`config.mk`:
```
export PLATFORM = sky130hd
export DESIGN_NAME = aabb_overlap_pushout_search
export DESIGN_NICKNAME = d
export VERILOG_FILES = /design/src/aop_pkg.sv /design/src/aop_seq.sv /design/src/aop_dp.sv /design/src/aabb_overlap_pushout_search.sv
export SDC_FILE = /design/constraint.sdc
export NUM_CORES = 2
export LEC_CHECK = 0
export ABC_AREA = 1
export BUFFER_PORTS_ARGS = -buffer_cell sky130_fd_sc_hd__buf_2
export CORE_UTILIZATION = 55
export CTS_CLUSTER_SIZE = 30
export DETAILED_ROUTE_END_ITERATION = 6
export PLACE_DENSITY = 0.79
export SETUP_SLACK_MARGIN = 0.02
export SLEW_MARGIN = 20
export SYNTH_ARGS = -nofsm -noshare
export SYNTH_HDL_FRONTEND = slang
export SYNTH_SLANG_ARGS = --single-unit
```
`constraint.sdc`:
```
create_clock -name clk -period 17.2 [get_ports clk]
set_clock_uncertainty 0.15 [all_clocks]
set_input_delay 0 -clock clk [delete_from_list [all_inputs] [get_ports clk]]
set_output_delay 0 -clock clk [all_outputs]
set_load 0.02 [all_outputs]
```
`src/aop_pkg.sv`:
```
`timescale 1ns / 1ps
// ----------------------------------------------------------------------------
// aop_pkg
// Shared widths, codes and control-word types for the box overlap push-out
// search block.
// ----------------------------------------------------------------------------
package aop_pkg;

    localparam int COORD_W  = 24;            // signed Q15.8 coordinate
    localparam int SIZE_W   = COORD_W - 1;   // unsigned extent
    localparam int SUM_W    = SIZE_W + 1;    // own extent plus other extent
    localparam int T_W      = COORD_W + 2;   // push target and distance
    localparam int DIV_W    = COORD_W + 1;   // dividend and quotient
    localparam int CNT_W    = $clog2(DIV_W);
    localparam int NUM_DIRS = 6;
    localparam int DIR_W    = $clog2(NUM_DIRS);
    localparam int UPC_W    = 4;
    localparam int ADDR_W   = 5;
    localparam int DATA_W   = 32;

    typedef logic signed [COORD_W-1:0] coord_t;
    typedef logic [SIZE_W-1:0]         size_t;
    typedef logic [UPC_W-1:0]          upc_t;
    typedef logic [DIR_W-1:0]          dir_t;

    // Configuration register indexes (word addresses).
    localparam logic [2:0] REG_OWN_SIZE_X  = 3'd0;
    localparam logic [2:0] REG_OWN_SIZE_Y  = 3'd1;
    localparam logic [2:0] REG_OWN_SIZE_Z  = 3'd2;
    localparam logic [2:0] REG_STEP_AMOUNT = 3'd3;
    localparam logic [2:0] REG_SEARCH_LIM  = 3'd4;

    typedef enum logic [1:0] {
        OUT_CLEAR  = 2'd0,
        OUT_PUSHED = 2'd1,
        OUT_LIMIT  = 2'd2
    } outcome_t;

    typedef enum logic [3:0] {
        OP_LOAD,
        OP_CHECK,
        OP_TARGET,
        OP_SETUP,
        OP_DIVSTEP,
        OP_DIVEND,
        OP_COMPARE,
        OP_NEXTDIR,
        OP_DECIDE,
        OP_EMIT
    } op_t;

    typedef enum logic [2:0] {
        C_NEVER,
        C_NO_INPUT,
        C_FINISHED,
        C_NO_DIV,
        C_DIV_MORE,
        C_MORE_DIRS,
        C_OUT_BUSY
    } cond_t;

    typedef struct packed {
        op_t   op;
        cond_t cond;
        upc_t  target;
    } ctrl_word_t;

    typedef struct packed {
        logic finished;
        logic no_div;
        logic div_more;
        logic more_dirs;
    } dp_flags_t;

endpackage

```
`src/aop_seq.sv`:
```
`timescale 1ns / 1ps
// ----------------------------------------------------------------------------
// aop_seq
// Microprogram sequencer: step counter, control-word table and conditional
// jump logic.
// ----------------------------------------------------------------------------
module aop_seq (
    input  logic                clk,
    input  logic                rst_n,
    input  logic                in_valid,
    input  logic                out_busy,
    input  aop_pkg::dp_flags_t  flags,
    output aop_pkg::ctrl_word_t ctrl
);

    localparam aop_pkg::upc_t UPC_WAIT    = 4'd0;
    localparam aop_pkg::upc_t UPC_CHECK   = 4'd1;
    localparam aop_pkg::upc_t UPC_TARGET  = 4'd2;
    localparam aop_pkg::upc_t UPC_SETUP   = 4'd3;
    localparam aop_pkg::upc_t UPC_DIVSTEP = 4'd4;
    localparam aop_pkg::upc_t UPC_DIVEND  = 4'd5;
    localparam aop_pkg::upc_t UPC_COMPARE = 4'd6;
    localparam aop_pkg::upc_t UPC_NEXTDIR = 4'd7;
    localparam aop_pkg::upc_t UPC_DECIDE  = 4'd8;
    localparam aop_pkg::upc_t UPC_EMIT    = 4'd9;

    aop_pkg::upc_t upc_reg;
    aop_pkg::upc_t upc_next;
    logic          take_jump;

    function automatic aop_pkg::ctrl_word_t ucode(input aop_pkg::upc_t addr);
        aop_pkg::ctrl_word_t w;
        unique case (addr)
            UPC_WAIT:    w = '{aop_pkg::OP_LOAD,    aop_pkg::C_NO_INPUT,  UPC_WAIT};
            UPC_CHECK:   w = '{aop_pkg::OP_CHECK,   aop_pkg::C_FINISHED,  UPC_EMIT};
            UPC_TARGET:  w = '{aop_pkg::OP_TARGET,  aop_pkg::C_NEVER,     UPC_WAIT};
            UPC_SETUP:   w = '{aop_pkg::OP_SETUP,   aop_pkg::C_NO_DIV,    UPC_COMPARE};
            UPC_DIVSTEP: w = '{aop_pkg::OP_DIVSTEP, aop_pkg::C_DIV_MORE,  UPC_DIVSTEP};
            UPC_DIVEND:  w = '{aop_pkg::OP_DIVEND,  aop_pkg::C_NEVER,     UPC_WAIT};
            UPC_COMPARE: w = '{aop_pkg::OP_COMPARE, aop_pkg::C_NEVER,     UPC_WAIT};
            UPC_NEXTDIR: w = '{aop_pkg::OP_NEXTDIR, aop_pkg::C_MORE_DIRS, UPC_TARGET};
            UPC_DECIDE:  w = '{aop_pkg::OP_DECIDE,  aop_pkg::C_NEVER,     UPC_WAIT};
            UPC_EMIT:    w = '{aop_pkg::OP_EMIT,    aop_pkg::C_OUT_BUSY,  UPC_EMIT};
            default:     w = '{aop_pkg::OP_LOAD,    aop_pkg::C_NO_INPUT,  UPC_WAIT};
        endcase
        return w;
    endfunction

    always_comb
    begin
        ctrl = ucode(upc_reg);
        unique case (ctrl.cond)
            aop_pkg::C_NEVER:     take_jump = 1'b0;
            aop_pkg::C_NO_INPUT:  take_jump = !in_valid;
            aop_pkg::C_FINISHED:  take_jump = flags.finished;
            aop_pkg::C_NO_DIV:    take_jump = flags.no_div;
            aop_pkg::C_DIV_MORE:  take_jump = flags.div_more;
            aop_pkg::C_MORE_DIRS: take_jump = flags.more_dirs;
            aop_pkg::C_OUT_BUSY:  take_jump = out_busy;
            default:              take_jump = 1'b0;
        endcase
        // The last step of the program falls through to the first.
        if (take_jump)
        begin
            upc_next = ctrl.target;
        end
        else if (upc_reg == UPC_EMIT)
        begin
            upc_next = UPC_WAIT;
        end
        else
        begin
            upc_next = upc_reg + aop_pkg::upc_t'(1);
        end
    end

    always_ff @(posedge clk or negedge rst_n)
    begin
        if (!rst_n)
        begin
            upc_reg <= UPC_WAIT;
        end
        else
        begin
            upc_reg <= upc_next;
        end
    end

endmodule

```
`src/aop_dp.sv`:
```
`timescale 1ns / 1ps
// ----------------------------------------------------------------------------
// aop_dp
// Datapath: box registers, overlap test, push-target arithmetic, a radix-2
// restoring divider and the best-candidate registers.
// ----------------------------------------------------------------------------
module aop_dp (
    input  logic                clk,
    input  logic                rst_n,
    input  aop_pkg::ctrl_word_t ctrl,
    input  logic                load,
    input  aop_pkg::coord_t     own_x,
    input  aop_pkg::coord_t     own_y,
    input  aop_pkg::coord_t     own_z,
    input  aop_pkg::coord_t     other_x,
    input  aop_pkg::coord_t     other_y,
    input  aop_pkg::coord_t     other_z,
    input  aop_pkg::size_t      other_size_x,
    input  aop_pkg::size_t      other_size_y,
    input  aop_pkg::size_t      other_size_z,
    input  aop_pkg::size_t      own_size_x,
    input  aop_pkg::size_t      own_size_y,
    input  aop_pkg::size_t      own_size_z,
    input  aop_pkg::size_t      step_amount,
    input  aop_pkg::size_t      search_limit,
    output aop_pkg::coord_t     res_x,
    output aop_pkg::coord_t     res_y,
    output aop_pkg::coord_t     res_z,
    output aop_pkg::outcome_t   outcome,
    output aop_pkg::dp_flags_t  flags
);

    localparam int COORD_W = aop_pkg::COORD_W;
    localparam int SIZE_W  = aop_pkg::SIZE_W;
    localparam int SUM_W   = aop_pkg::SUM_W;
    localparam int T_W     = aop_pkg::T_W;
    localparam int DIV_W   = aop_pkg::DIV_W;
    localparam int CNT_W   = aop_pkg::CNT_W;

    localparam logic signed [T_W-1:0] T_MAX  = T_W'(2**(COORD_W-1) - 1);
    localparam logic signed [T_W-1:0] T_MIN  = T_W'(-(2**(COORD_W-1)));
    localparam logic signed [T_W-1:0] T_ONE  = T_W'(1);
    localparam logic signed [T_W-1:0] T_ZERO = '0;
    localparam aop_pkg::dir_t LAST_DIR = aop_pkg::dir_t'(aop_pkg::NUM_DIRS - 1);

    // Axis order in the arrays: 0 x, 1 y, 2 z.
    aop_pkg::coord_t   a_reg   [3];
    aop_pkg::coord_t   b_reg   [3];
    aop_pkg::coord_t   res_reg [3];
    logic [SUM_W-1:0]  s_reg   [3];

    aop_pkg::outcome_t outcome_reg;
    aop_pkg::dir_t     dir_reg;
    logic signed [T_W-1:0] t_reg;
    logic              nok_reg;

    logic [SIZE_W-1:0] rem_reg;
    logic [DIV_W-1:0]  quo_reg;
    logic [DIV_W-1:0]  dvd_reg;
    logic [CNT_W-1:0]  div_cnt_reg;

    logic              cand_ok_reg;
    logic [DIV_W-1:0]  cand_k_reg;
    logic [DIV_W-1:0]  cand_prod_reg;
    logic              best_ok_reg;
    logic [DIV_W-1:0]  best_k_reg;
    logic [DIV_W-1:0]  best_prod_reg;
    aop_pkg::dir_t     best_dir_reg;

    // Directions run +x, -x, +z, -z, +y, -y; even codes push upwards.
    function automatic logic [1:0] axis_of(input aop_pkg::dir_t d);
        logic [1:0] ax;
        unique case (d[aop_pkg::DIR_W-1:1])
            2'd0:    ax = 2'd0;
            2'd1:    ax = 2'd2;
            2'd2:    ax = 2'd1;
            default: ax = 2'd0;
        endcase
        return ax;
    endfunction

    aop_pkg::dir_t         sel_dir;
    logic [1:0]            sel_axis;
    logic                  positive;
    aop_pkg::coord_t       a_sel;
    aop_pkg::coord_t       b_sel;
    logic [SUM_W-1:0]      s_sel;
    logic signed [T_W-1:0] a_ext;
    logic signed [T_W-1:0] b_ext;
    logic signed [T_W-1:0] half_ext;
    logic signed [T_W-1:0] t_pos;
    logic signed [T_W-1:0] t_neg;
    logic signed [T_W-1:0] push_dist;
    logic                  dist_pos;
    logic [DIV_W-1:0]      dividend;
    logic [SIZE_W:0]       rs;
    logic                  ge;
    logic [SIZE_W:0]       rs_diff;
    logic signed [T_W-1:0] moved;
    aop_pkg::coord_t       moved_sat;
    logic                  push_ok;
    logic signed [COORD_W:0] diff [3];
    logic [COORD_W:0]      mag  [3];
    logic [2:0]            ov;

    always_comb
    begin
        sel_dir   = (ctrl.op == aop_pkg::OP_DECIDE) ? best_dir_reg : dir_reg;
        sel_axis  = axis_of(sel_dir);
        positive  = ~sel_dir[0];
        a_sel     = a_reg[sel_axis];
        b_sel     = b_reg[sel_axis];
        s_sel     = s_reg[sel_axis];
        a_ext     = T_W'(a_sel);
        b_ext     = T_W'(b_sel);
        half_ext  = $signed({3'b000, s_sel[SUM_W-1:1]});
        t_pos     = a_ext + half_ext + T_ONE;
        t_neg     = a_ext - half_ext - T_ONE;
        push_dist = positive ? (t_reg - b_ext) : (b_ext - t_reg);
        dist_pos  = push_dist > T_ZERO;
        // Ceiling division by the step: (push_dist + step - 1) / step.
        dividend  = push_dist[DIV_W-1:0] + DIV_W'(step_amount) - DIV_W'(1);

        rs       = {rem_reg, quo_reg[DIV_W-1]};
        ge       = rs >= {1'b0, step_amount};
        rs_diff  = rs - {1'b0, step_amount};

        push_ok  = best_ok_reg && ((best_k_reg == DIV_W'(1)) ||
                                   (best_prod_reg <= DIV_W'(search_limit)));
        moved    = positive ? (b_ext + $signed({1'b0, best_prod_reg}))
                            : (b_ext - $signed({1'b0, best_prod_reg}));
        if (moved > T_MAX)
        begin
            moved_sat = T_MAX[COORD_W-1:0];
        end
        else if (moved < T_MIN)
        begin
            moved_sat = T_MIN[COORD_W-1:0];
        end
        else
        begin
            moved_sat = moved[COORD_W-1:0];
        end

        for (int i = 0; i < 3; i++)
        begin
            diff[i] = (COORD_W+1)'(a_reg[i]) - (COORD_W+1)'(b_reg[i]);
            mag[i]  = diff[i][COORD_W] ? (~diff[i] + 1'b1) : diff[i];
            ov[i]   = {mag[i], 1'b0} <= {2'b00, s_reg[i]};
        end

        flags.finished  = !(&ov) || (step_amount == '0);
        flags.no_div    = nok_reg || !dist_pos;
        flags.div_more  = div_cnt_reg != '0;
        flags.more_dirs = dir_reg != LAST_DIR;
    end

    // Payload registers.
    always_ff @(posedge clk)
    begin
        if (load)
        begin
            a_reg[0]   <= own_x;
            a_reg[1]   <= own_y;
            a_reg[2]   <= own_z;
            b_reg[0]   <= other_x;
            b_reg[1]   <= other_y;
            b_reg[2]   <= other_z;
            res_reg[0] <= other_x;
            res_reg[1] <= other_y;
            res_reg[2] <= other_z;
            s_reg[0]   <= SUM_W'(own_size_x) + SUM_W'(other_size_x);
            s_reg[1]   <= SUM_W'(own_size_y) + SUM_W'(other_size_y);
            s_reg[2]   <= SUM_W'(own_size_z) + SUM_W'(other_size_z);
        end
        if (ctrl.op == aop_pkg::OP_DECIDE && push_ok)
        begin
            res_reg[sel_axis] <= moved_sat;
        end
        if (ctrl.op == aop_pkg::OP_TARGET)
        begin
            t_reg <= positive ? t_pos : t_neg;
        end
        if (ctrl.op == aop_pkg::OP_SETUP)
        begin
            rem_reg <= '0;
            quo_reg <= dividend;
            dvd_reg <= dividend;
        end
        if (ctrl.op == aop_pkg::OP_DIVSTEP)
        begin
            rem_reg <= ge ? rs_diff[SIZE_W-1:0] : rs[SIZE_W-1:0];
            quo_reg <= {quo_reg[DIV_W-2:0], ge};
        end
        if (ctrl.op == aop_pkg::OP_SETUP)
        begin
            cand_k_reg    <= DIV_W'(1);
            cand_prod_reg <= DIV_W'(step_amount);
        end
        else if (ctrl.op == aop_pkg::OP_DIVEND)
        begin
            // quotient * step equals dividend minus remainder.
            cand_k_reg    <= quo_reg;
            cand_prod_reg <= dvd_reg - DIV_W'(rem_reg);
        end
        if (ctrl.op == aop_pkg::OP_COMPARE && cand_ok_reg &&
            (!best_ok_reg || cand_k_reg < best_k_reg))
        begin
            best_k_reg    <= cand_k_reg;
            best_prod_reg <= cand_prod_reg;
            best_dir_reg  <= dir_reg;
        end
    end

    // Control registers.
    always_ff @(posedge clk or negedge rst_n)
    begin
        if (!rst_n)
        begin
            outcome_reg <= aop_pkg::OUT_CLEAR;
            dir_reg     <= '0;
            nok_reg     <= 1'b0;
            div_cnt_reg <= '0;
            cand_ok_reg <= 1'b0;
            best_ok_reg <= 1'b0;
        end
        else
        begin
            unique case (ctrl.op)
                aop_pkg::OP_CHECK:
                begin
                    outcome_reg <= (&ov) ? aop_pkg::OUT_LIMIT : aop_pkg::OUT_CLEAR;
                    dir_reg     <= '0;
                    best_ok_reg <= 1'b0;
                end
                aop_pkg::OP_TARGET:
                begin
                    nok_reg <= positive ? (t_pos > T_MAX) : (t_neg < T_MIN);
                end
                aop_pkg::OP_SETUP:
                begin
                    // A target outside the coordinate range can never be reached.
                    cand_ok_reg <= !nok_reg;
                    div_cnt_reg <= CNT_W'(DIV_W - 1);
                end
                aop_pkg::OP_DIVSTEP:
                begin
                    div_cnt_reg <= div_cnt_reg - CNT_W'(1);
                end
                aop_pkg::OP_COMPARE:
                begin
                    if (cand_ok_reg)
                    begin
                        best_ok_reg <= 1'b1;
                    end
                end
                aop_pkg::OP_NEXTDIR:
                begin
                    dir_reg <= dir_reg + aop_pkg::dir_t'(1);
                end
                aop_pkg::OP_DECIDE:
                begin
                    outcome_reg <= push_ok ? aop_pkg::OUT_PUSHED : aop_pkg::OUT_LIMIT;
                end
                default:
                begin
                end
            endcase
        end
    end

    assign res_x   = res_reg[0];
    assign res_y   = res_reg[1];
    assign res_z   = res_reg[2];
    assign outcome = outcome_reg;

endmodule

```
`src/aabb_overlap_pushout_search.sv`:
```
`timescale 1ns / 1ps
// ----------------------------------------------------------------------------
// aabb_overlap_pushout_search
// Box overlap test with push-out search, driven by a microprogram.
// ----------------------------------------------------------------------------
// An item enters on the input channel (in_valid/in_ready) with both box
// centres and the other box's extents; one result leaves on the output
// channel (out_valid/out_ready) with the resolved centre and an outcome code.
// The own box size, step and search limit sit in APB registers, to be written
// while the block is idle; the block itself does not enforce this.
// A pair that does not overlap, or a zero step, goes from the check step
// straight to the emit step. Otherwise the target, setup, compare and
// next-direction steps run for each of the six push directions; between
// setup and compare the restoring divider works out the push count when the
// target is in range and the distance is positive, one quotient bit per cycle.
// One item is worked on at a time; the input is ready again as soon as the
// result sits in the output register, so the next transaction can be taken
// while the receiver stalls. A stalled receiver holds the sequencer at its
// final step only when a second result is ready to be written.
// Reset returns the sequencer to its wait step, empties the output register
// and loads the register defaults.
// ----------------------------------------------------------------------------
module aabb_overlap_pushout_search (
    input  logic                           clk,
    input  logic                           rst_n,
    input  logic                           in_valid,
    output logic                           in_ready,
    input  logic signed [23:0]             own_x,
    input  logic signed [23:0]             own_y,
    input  logic signed [23:0]             own_z,
    input  logic signed [23:0]             other_x,
    input  logic signed [23:0]             other_y,
    input  logic signed [23:0]             other_z,
    input  logic [22:0]                    other_size_x,
    input  logic [22:0]                    other_size_y,
    input  logic [22:0]                    other_size_z,
    output logic                           out_valid,
    input  logic                           out_ready,
    output logic signed [23:0]             result_x,
    output logic signed [23:0]             result_y,
    output logic signed [23:0]             result_z,
    output logic [1:0]                     outcome,
    input  logic                           psel,
    input  logic                           penable,
    input  logic                           pwrite,
    input  logic [aop_pkg::ADDR_W-1:0]     paddr,
    input  logic [aop_pkg::DATA_W-1:0]     pwdata,
    output logic [aop_pkg::DATA_W-1:0]     prdata,
    output logic                           pready
);

    localparam int SIZE_W = aop_pkg::SIZE_W;

    aop_pkg::size_t own_size_x_reg;
    aop_pkg::size_t own_size_y_reg;
    aop_pkg::size_t own_size_z_reg;
    aop_pkg::size_t step_amount_reg;
    aop_pkg::size_t search_limit_reg;

    aop_pkg::ctrl_word_t ctrl;
    aop_pkg::dp_flags_t  flags;
    aop_pkg::coord_t     dp_res_x;
    aop_pkg::coord_t     dp_res_y;
    aop_pkg::coord_t     dp_res_z;
    aop_pkg::outcome_t   dp_outcome;

    logic              out_valid_reg;
    logic              out_valid_next;
    aop_pkg::coord_t   result_x_reg;
    aop_pkg::coord_t   result_y_reg;
    aop_pkg::coord_t   result_z_reg;
    aop_pkg::outcome_t outcome_reg;

    logic              in_fire;
    logic              out_busy;
    logic              emit_fire;
    logic              cfg_write;
    logic [2:0]        reg_index;

    assign pready    = 1'b1;
    assign cfg_write = psel && penable && pwrite && pready;
    assign reg_index = paddr[aop_pkg::ADDR_W-1:2];

    always_ff @(posedge clk or negedge rst_n)
    begin
        if (!rst_n)
        begin
            own_size_x_reg   <= SIZE_W'(256);
            own_size_y_reg   <= SIZE_W'(256);
            own_size_z_reg   <= SIZE_W'(256);
            step_amount_reg  <= SIZE_W'(3);
            search_limit_reg <= SIZE_W'(10240);
        end
        else if (cfg_write)
        begin
            unique case (reg_index)
                aop_pkg::REG_OWN_SIZE_X:  own_size_x_reg   <= pwdata[SIZE_W-1:0];
                aop_pkg::REG_OWN_SIZE_Y:  own_size_y_reg   <= pwdata[SIZE_W-1:0];
                aop_pkg::REG_OWN_SIZE_Z:  own_size_z_reg   <= pwdata[SIZE_W-1:0];
                aop_pkg::REG_STEP_AMOUNT: step_amount_reg  <= pwdata[SIZE_W-1:0];
                aop_pkg::REG_SEARCH_LIM:  search_limit_reg <= pwdata[SIZE_W-1:0];
                default:
                begin
                end
            endcase
        end
    end

    always_comb
    begin
        unique case (reg_index)
            aop_pkg::REG_OWN_SIZE_X:  prdata = aop_pkg::DATA_W'(own_size_x_reg);
            aop_pkg::REG_OWN_SIZE_Y:  prdata = aop_pkg::DATA_W'(own_size_y_reg);
            aop_pkg::REG_OWN_SIZE_Z:  prdata = aop_pkg::DATA_W'(own_size_z_reg);
            aop_pkg::REG_STEP_AMOUNT: prdata = aop_pkg::DATA_W'(step_amount_reg);
            aop_pkg::REG_SEARCH_LIM:  prdata = aop_pkg::DATA_W'(search_limit_reg);
            default:                  prdata = '0;
        endcase
    end

    assign in_ready  = (ctrl.op == aop_pkg::OP_LOAD);
    assign in_fire   = in_valid && in_ready;
    assign out_busy  = out_valid_reg && !out_ready;
    assign emit_fire = (ctrl.op == aop_pkg::OP_EMIT) && !out_busy;

    aop_seq u_seq (
        .clk      (clk),
        .rst_n    (rst_n),
        .in_valid (in_valid),
        .out_busy (out_busy),
        .flags    (flags),
        .ctrl     (ctrl)
    );

    aop_dp u_dp (
        .clk          (clk),
        .rst_n        (rst_n),
        .ctrl         (ctrl),
        .load         (in_fire),
        .own_x        (own_x),
        .own_y        (own_y),
        .own_z        (own_z),
        .other_x      (other_x),
        .other_y      (other_y),
        .other_z      (other_z),
        .other_size_x (other_size_x),
        .other_size_y (other_size_y),
        .other_size_z (other_size_z),
        .own_size_x   (own_size_x_reg),
        .own_size_y   (own_size_y_reg),
        .own_size_z   (own_size_z_reg),
        .step_amount  (step_amount_reg),
        .search_limit (search_limit_reg),
        .res_x        (dp_res_x),
        .res_y        (dp_res_y),
        .res_z        (dp_res_z),
        .outcome      (dp_outcome),
        .flags        (flags)
    );

    always_comb
    begin
        if (emit_fire)
        begin
            out_valid_next = 1'b1;
        end
        else if (out_ready)
        begin
            out_valid_next = 1'b0;
        end
        else
        begin
            out_valid_next = out_valid_reg;
        end
    end

    always_ff @(posedge clk or negedge rst_n)
    begin
        if (!rst_n)
        begin
            out_valid_reg <= 1'b0;
        end
        else
        begin
            out_valid_reg <= out_valid_next;
        end
    end

    always_ff @(posedge clk)
    begin
        if (emit_fire)
        begin
            result_x_reg <= dp_res_x;
            result_y_reg <= dp_res_y;
            result_z_reg <= dp_res_z;
            outcome_reg  <= dp_outcome;
        end
    end

    assign out_valid = out_valid_reg;
    assign result_x  = result_x_reg;
    assign result_y  = result_y_reg;
    assign result_z  = result_z_reg;
    assign outcome   = outcome_reg;

endmodule

```
==> metrics <==
unrepaired setup endpoints after global routing no; Post-Layout Cell Count 8855; via count 51800; CTS tree built; top_reg_cell synth sky130_fd_sc_hd__edfxtp_1; Synth Area per Inst 7.72 um^2; type of destination of the critical path flip-flop; wire length of the first global-routing pass 297000 um; endpoint of the worst register-to-register path u_dp.quo_reg[23]$_DFFE_PP_; Yosys warnings 0; Top Ports 366; share of synthesized area occupied by flip-flops and latches 0.382; # H-tree levels 3; peak per-stage delay on the critical path 610 ps; antenna violations before repair 3; leading cell types in the layout, fill and taps excluded sky130_fd_sc_hd__nand2_1, sky130_fd_sc_hd__inv_1, sky130_fd_sc_hd__edfxtp_1; Post-DP HPWL 152000 um; count of input and output buffers 344; relative area change from synthesis to final layout 18.5%; shortest clock period the worst path allows after layout 8800 ps; buffer count from post-CTS setup fixing 0; CTS buffer count 74; number of fillers in the final layout 7811; effective utilization at floorplan 0.558; most common library cell in the layout ignoring fill and taps sky130_fd_sc_hd__nand2_1; launch point of the worst reg-to-reg path u_seq.upc_reg[1]$_DFF_PN0_; gr ovfl total 0; drt initial violations 6529; Cells on Worst Hold Path 4; Total Wirelength 201000 um; clock network latency to the later pin of the worst-skew pair 670 ps; Synth Cell Area 52400 um^2; CP Max Fanout 61; placed instance count 8288; slew margin rel. 0.159; iteration count of the initial detailed-routing pass 7; Arr. time, crit path 9050 ps; share of the clock period used by the worst path 0.512; root buffer selected by CTS sky130_fd_sc_hd__clkbuf_16; row count 112; number of vias per cell 5.85; routability-driven placement congestion ratio 1.05; Hold Fails Final Rpt 0; #FFs+latches synth 697; die area 96600 um^2; Hold Path Class in -> reg; total area of multi-input combinational cells 28100 um^2; Final Net Count 8302; remaining routing DRC violations 16; classification of the worst setup path reg -> reg; deepest clock path buffer count 3; clk sinks 697; total leakage power 29.6 nW; required time worst endpoint 17450 ps; area of all sequential standard cells 20000 um^2; Cell variety after synth 66; Async S/R FF share, synth 0.191; core box area 93900 um^2; layout cell share with drive strength beyond 1 0.0753; Vert. Die Dim 311 um; length in cells of the worst reg-to-reg path 34; Detail Route Antenna Nets 0; number of max-cap violations 0; number of enable-type register cells in the synthesized netlist 537; overall fraction of global-route tracks in use 0.407; slew at the pin with the worst max-slew slack 1250 ps; worst vdd rail ir drop 0.533 mV; violated checks DRC; Avg WL per Cell 22.7 um; Pwr per Cell Area 224 nW/um^2; Worst path slowest cell sky130_fd_sc_hd__o21ai_0; final setup violation count 0; number of pins with negative max-slew slack in the final report 0; number of instances in the synthesized netlist 6794; clock transition time at the flip-flop clock pins of the worst setup and hold paths 70 ps; outcome finished with violations; end point of the most critical hold path u_dp.res_reg[1][21]$_DFFE_PP_; die width 311 um; largest net degree at the start of global routing 80; post-route setup TNS 0 ps; crit start category flip-flop; Most Frequent Cell on Critical Path sky130_fd_sc_hd__o21ai_0; f_max 0.114 GHz; hold path startpoint other_y[21]; setup slack, reg-to-reg 8400 ps; via count of the first global-routing pass 49200; number of gates given a new drive strength after cts 0
per-stage QoR:
step                hold WS, ps  cell area (um^2)  worst slack [ps]  power [mW]   util
finish                     39.4             62100              8400        13.9  0.662
CTS                        2.12             62100              8620        13.6  0.662
global route               33.8             62100              7910        14.9  0.662
detailed placement         -104             55400              8660        11.8  0.590
floorplan                  -446             52500             10300        9.18      -
global placement           -112             55400              8760        11.7  0.590
per-layer routing:
layer  vias up  wire [um]  GRT usage
met3       682      20000     0.0700
met2      3090      88400      0.645
met4         2      15700      0.262
li1      24000          -          -
met5         -         13          0
met1     24100      77000      0.515
worst max-delay path: cells and delay by family, from the launching register on:
family / cells / cell delay, ps
AOI/OAI and AO/OA: 15 / 3450
xor gates and xnor gates: 2 / 620
adders and majority gates: 5 / 1560
buffers and inverters: 7 / 1540
DFF: 1 / 430
and+or+nand+nor: 5 / 770
cells by family after synthesis:
| kind of cell | share of synthesized area |
|---|---|
| simple gates | 0.233 |
| fa+ha+maj | 0.122 |
| other cells | 0.000143 |
| xor+xnor | 0.0529 |
| flops | 0.382 |
| buf+inv | 0.0852 |
| compound gates | 0.125 |
area by class of cell:
cell class              instances  area share
clock inverters                40     0.00717
well taps                    1254      0.0252
repair buffers                806       0.101
multi-input cells            4947       0.451
clock buffers                  93      0.0315
flip-flops and latches        697       0.322
inverters                    1015      0.0614
diodes                          3    0.000121
power breakdown:
| part | total [mW] | switching (mW) | leakage, nW | internal (mW) |
|---|---|---|---|---|
| registers | 3.05 | 0.366 | 6.89 | 2.69 |
| clock network | 1.65 | 0.728 | 1.15 | 0.920 |
| logic | 9.24 | 6.29 | 21.6 | 2.95 |
worst max path at each step:
stage	start	to	slack, ps	cells after the start
final	u_seq.upc_reg[1]$_DFF_PN0_	u_dp.quo_reg[23]$_DFFE_PP_	8400	34
after global routing	u_seq.upc_reg[1]$_DFF_PN0_	u_dp.quo_reg[23]$_DFFE_PP_	7910	35
after CTS	u_seq.upc_reg[1]$_DFF_PN0_	u_dp.quo_reg[23]$_DFFE_PP_	8620	34
after detailed placement	u_seq.upc_reg[1]$_DFF_PN0_	u_dp.quo_reg[23]$_DFFE_PP_	8660	34
after global placement	u_seq.upc_reg[1]$_DFF_PN0_	u_dp.quo_reg[23]$_DFFE_PP_	8760	34
after floorplan	u_seq.upc_reg[1]$_DFF_PN0_	u_dp.a_reg[0][0]$_DFFE_PP_	10300	9
synth_stat cells, drive strengths merged, types with 3 or more instances:
cell	n	area [um^2]
nand2	1898	7300
inv	1010	3790
edfxtp	537	16100
ha	490	6130
o21ai	478	2410
nor2	470	1790
a21oi	466	2340
nand3	294	1480
xor2	219	1940
dfrtp	126	3150
clkbuf	110	413
nand4	96	601
xnor2	95	832
nor3	93	477
o211ai	49	368
buf	33	245
and2	31	194
dfxtp	27	541
o21bai	25	188
o21a	24	180
a31oi	23	144
o22ai	23	144
or2	19	121
nor4	18	113
a221oi	14	123
fa	14	280
nand3b	14	105
a21boi	13	97.6
a211oi	12	90.1
o221ai	12	105
a21o	9	67.6
a221o	9	90.1
dfstp	7	184
o31ai	7	52.6
clkinv	5	18.8
nor3b	3	22.5
o311ai	3	26.3
o41ai	3	26.3
what timing repair did:
| action | CTS | global route |
|---|---|---|
| hold buffers | 431 | 0 |
| hold endpoints to repair | 474 | 0 |
| endpoints found under the setup margin | 0 | 0 |
(Power assumes the default switching activity.)
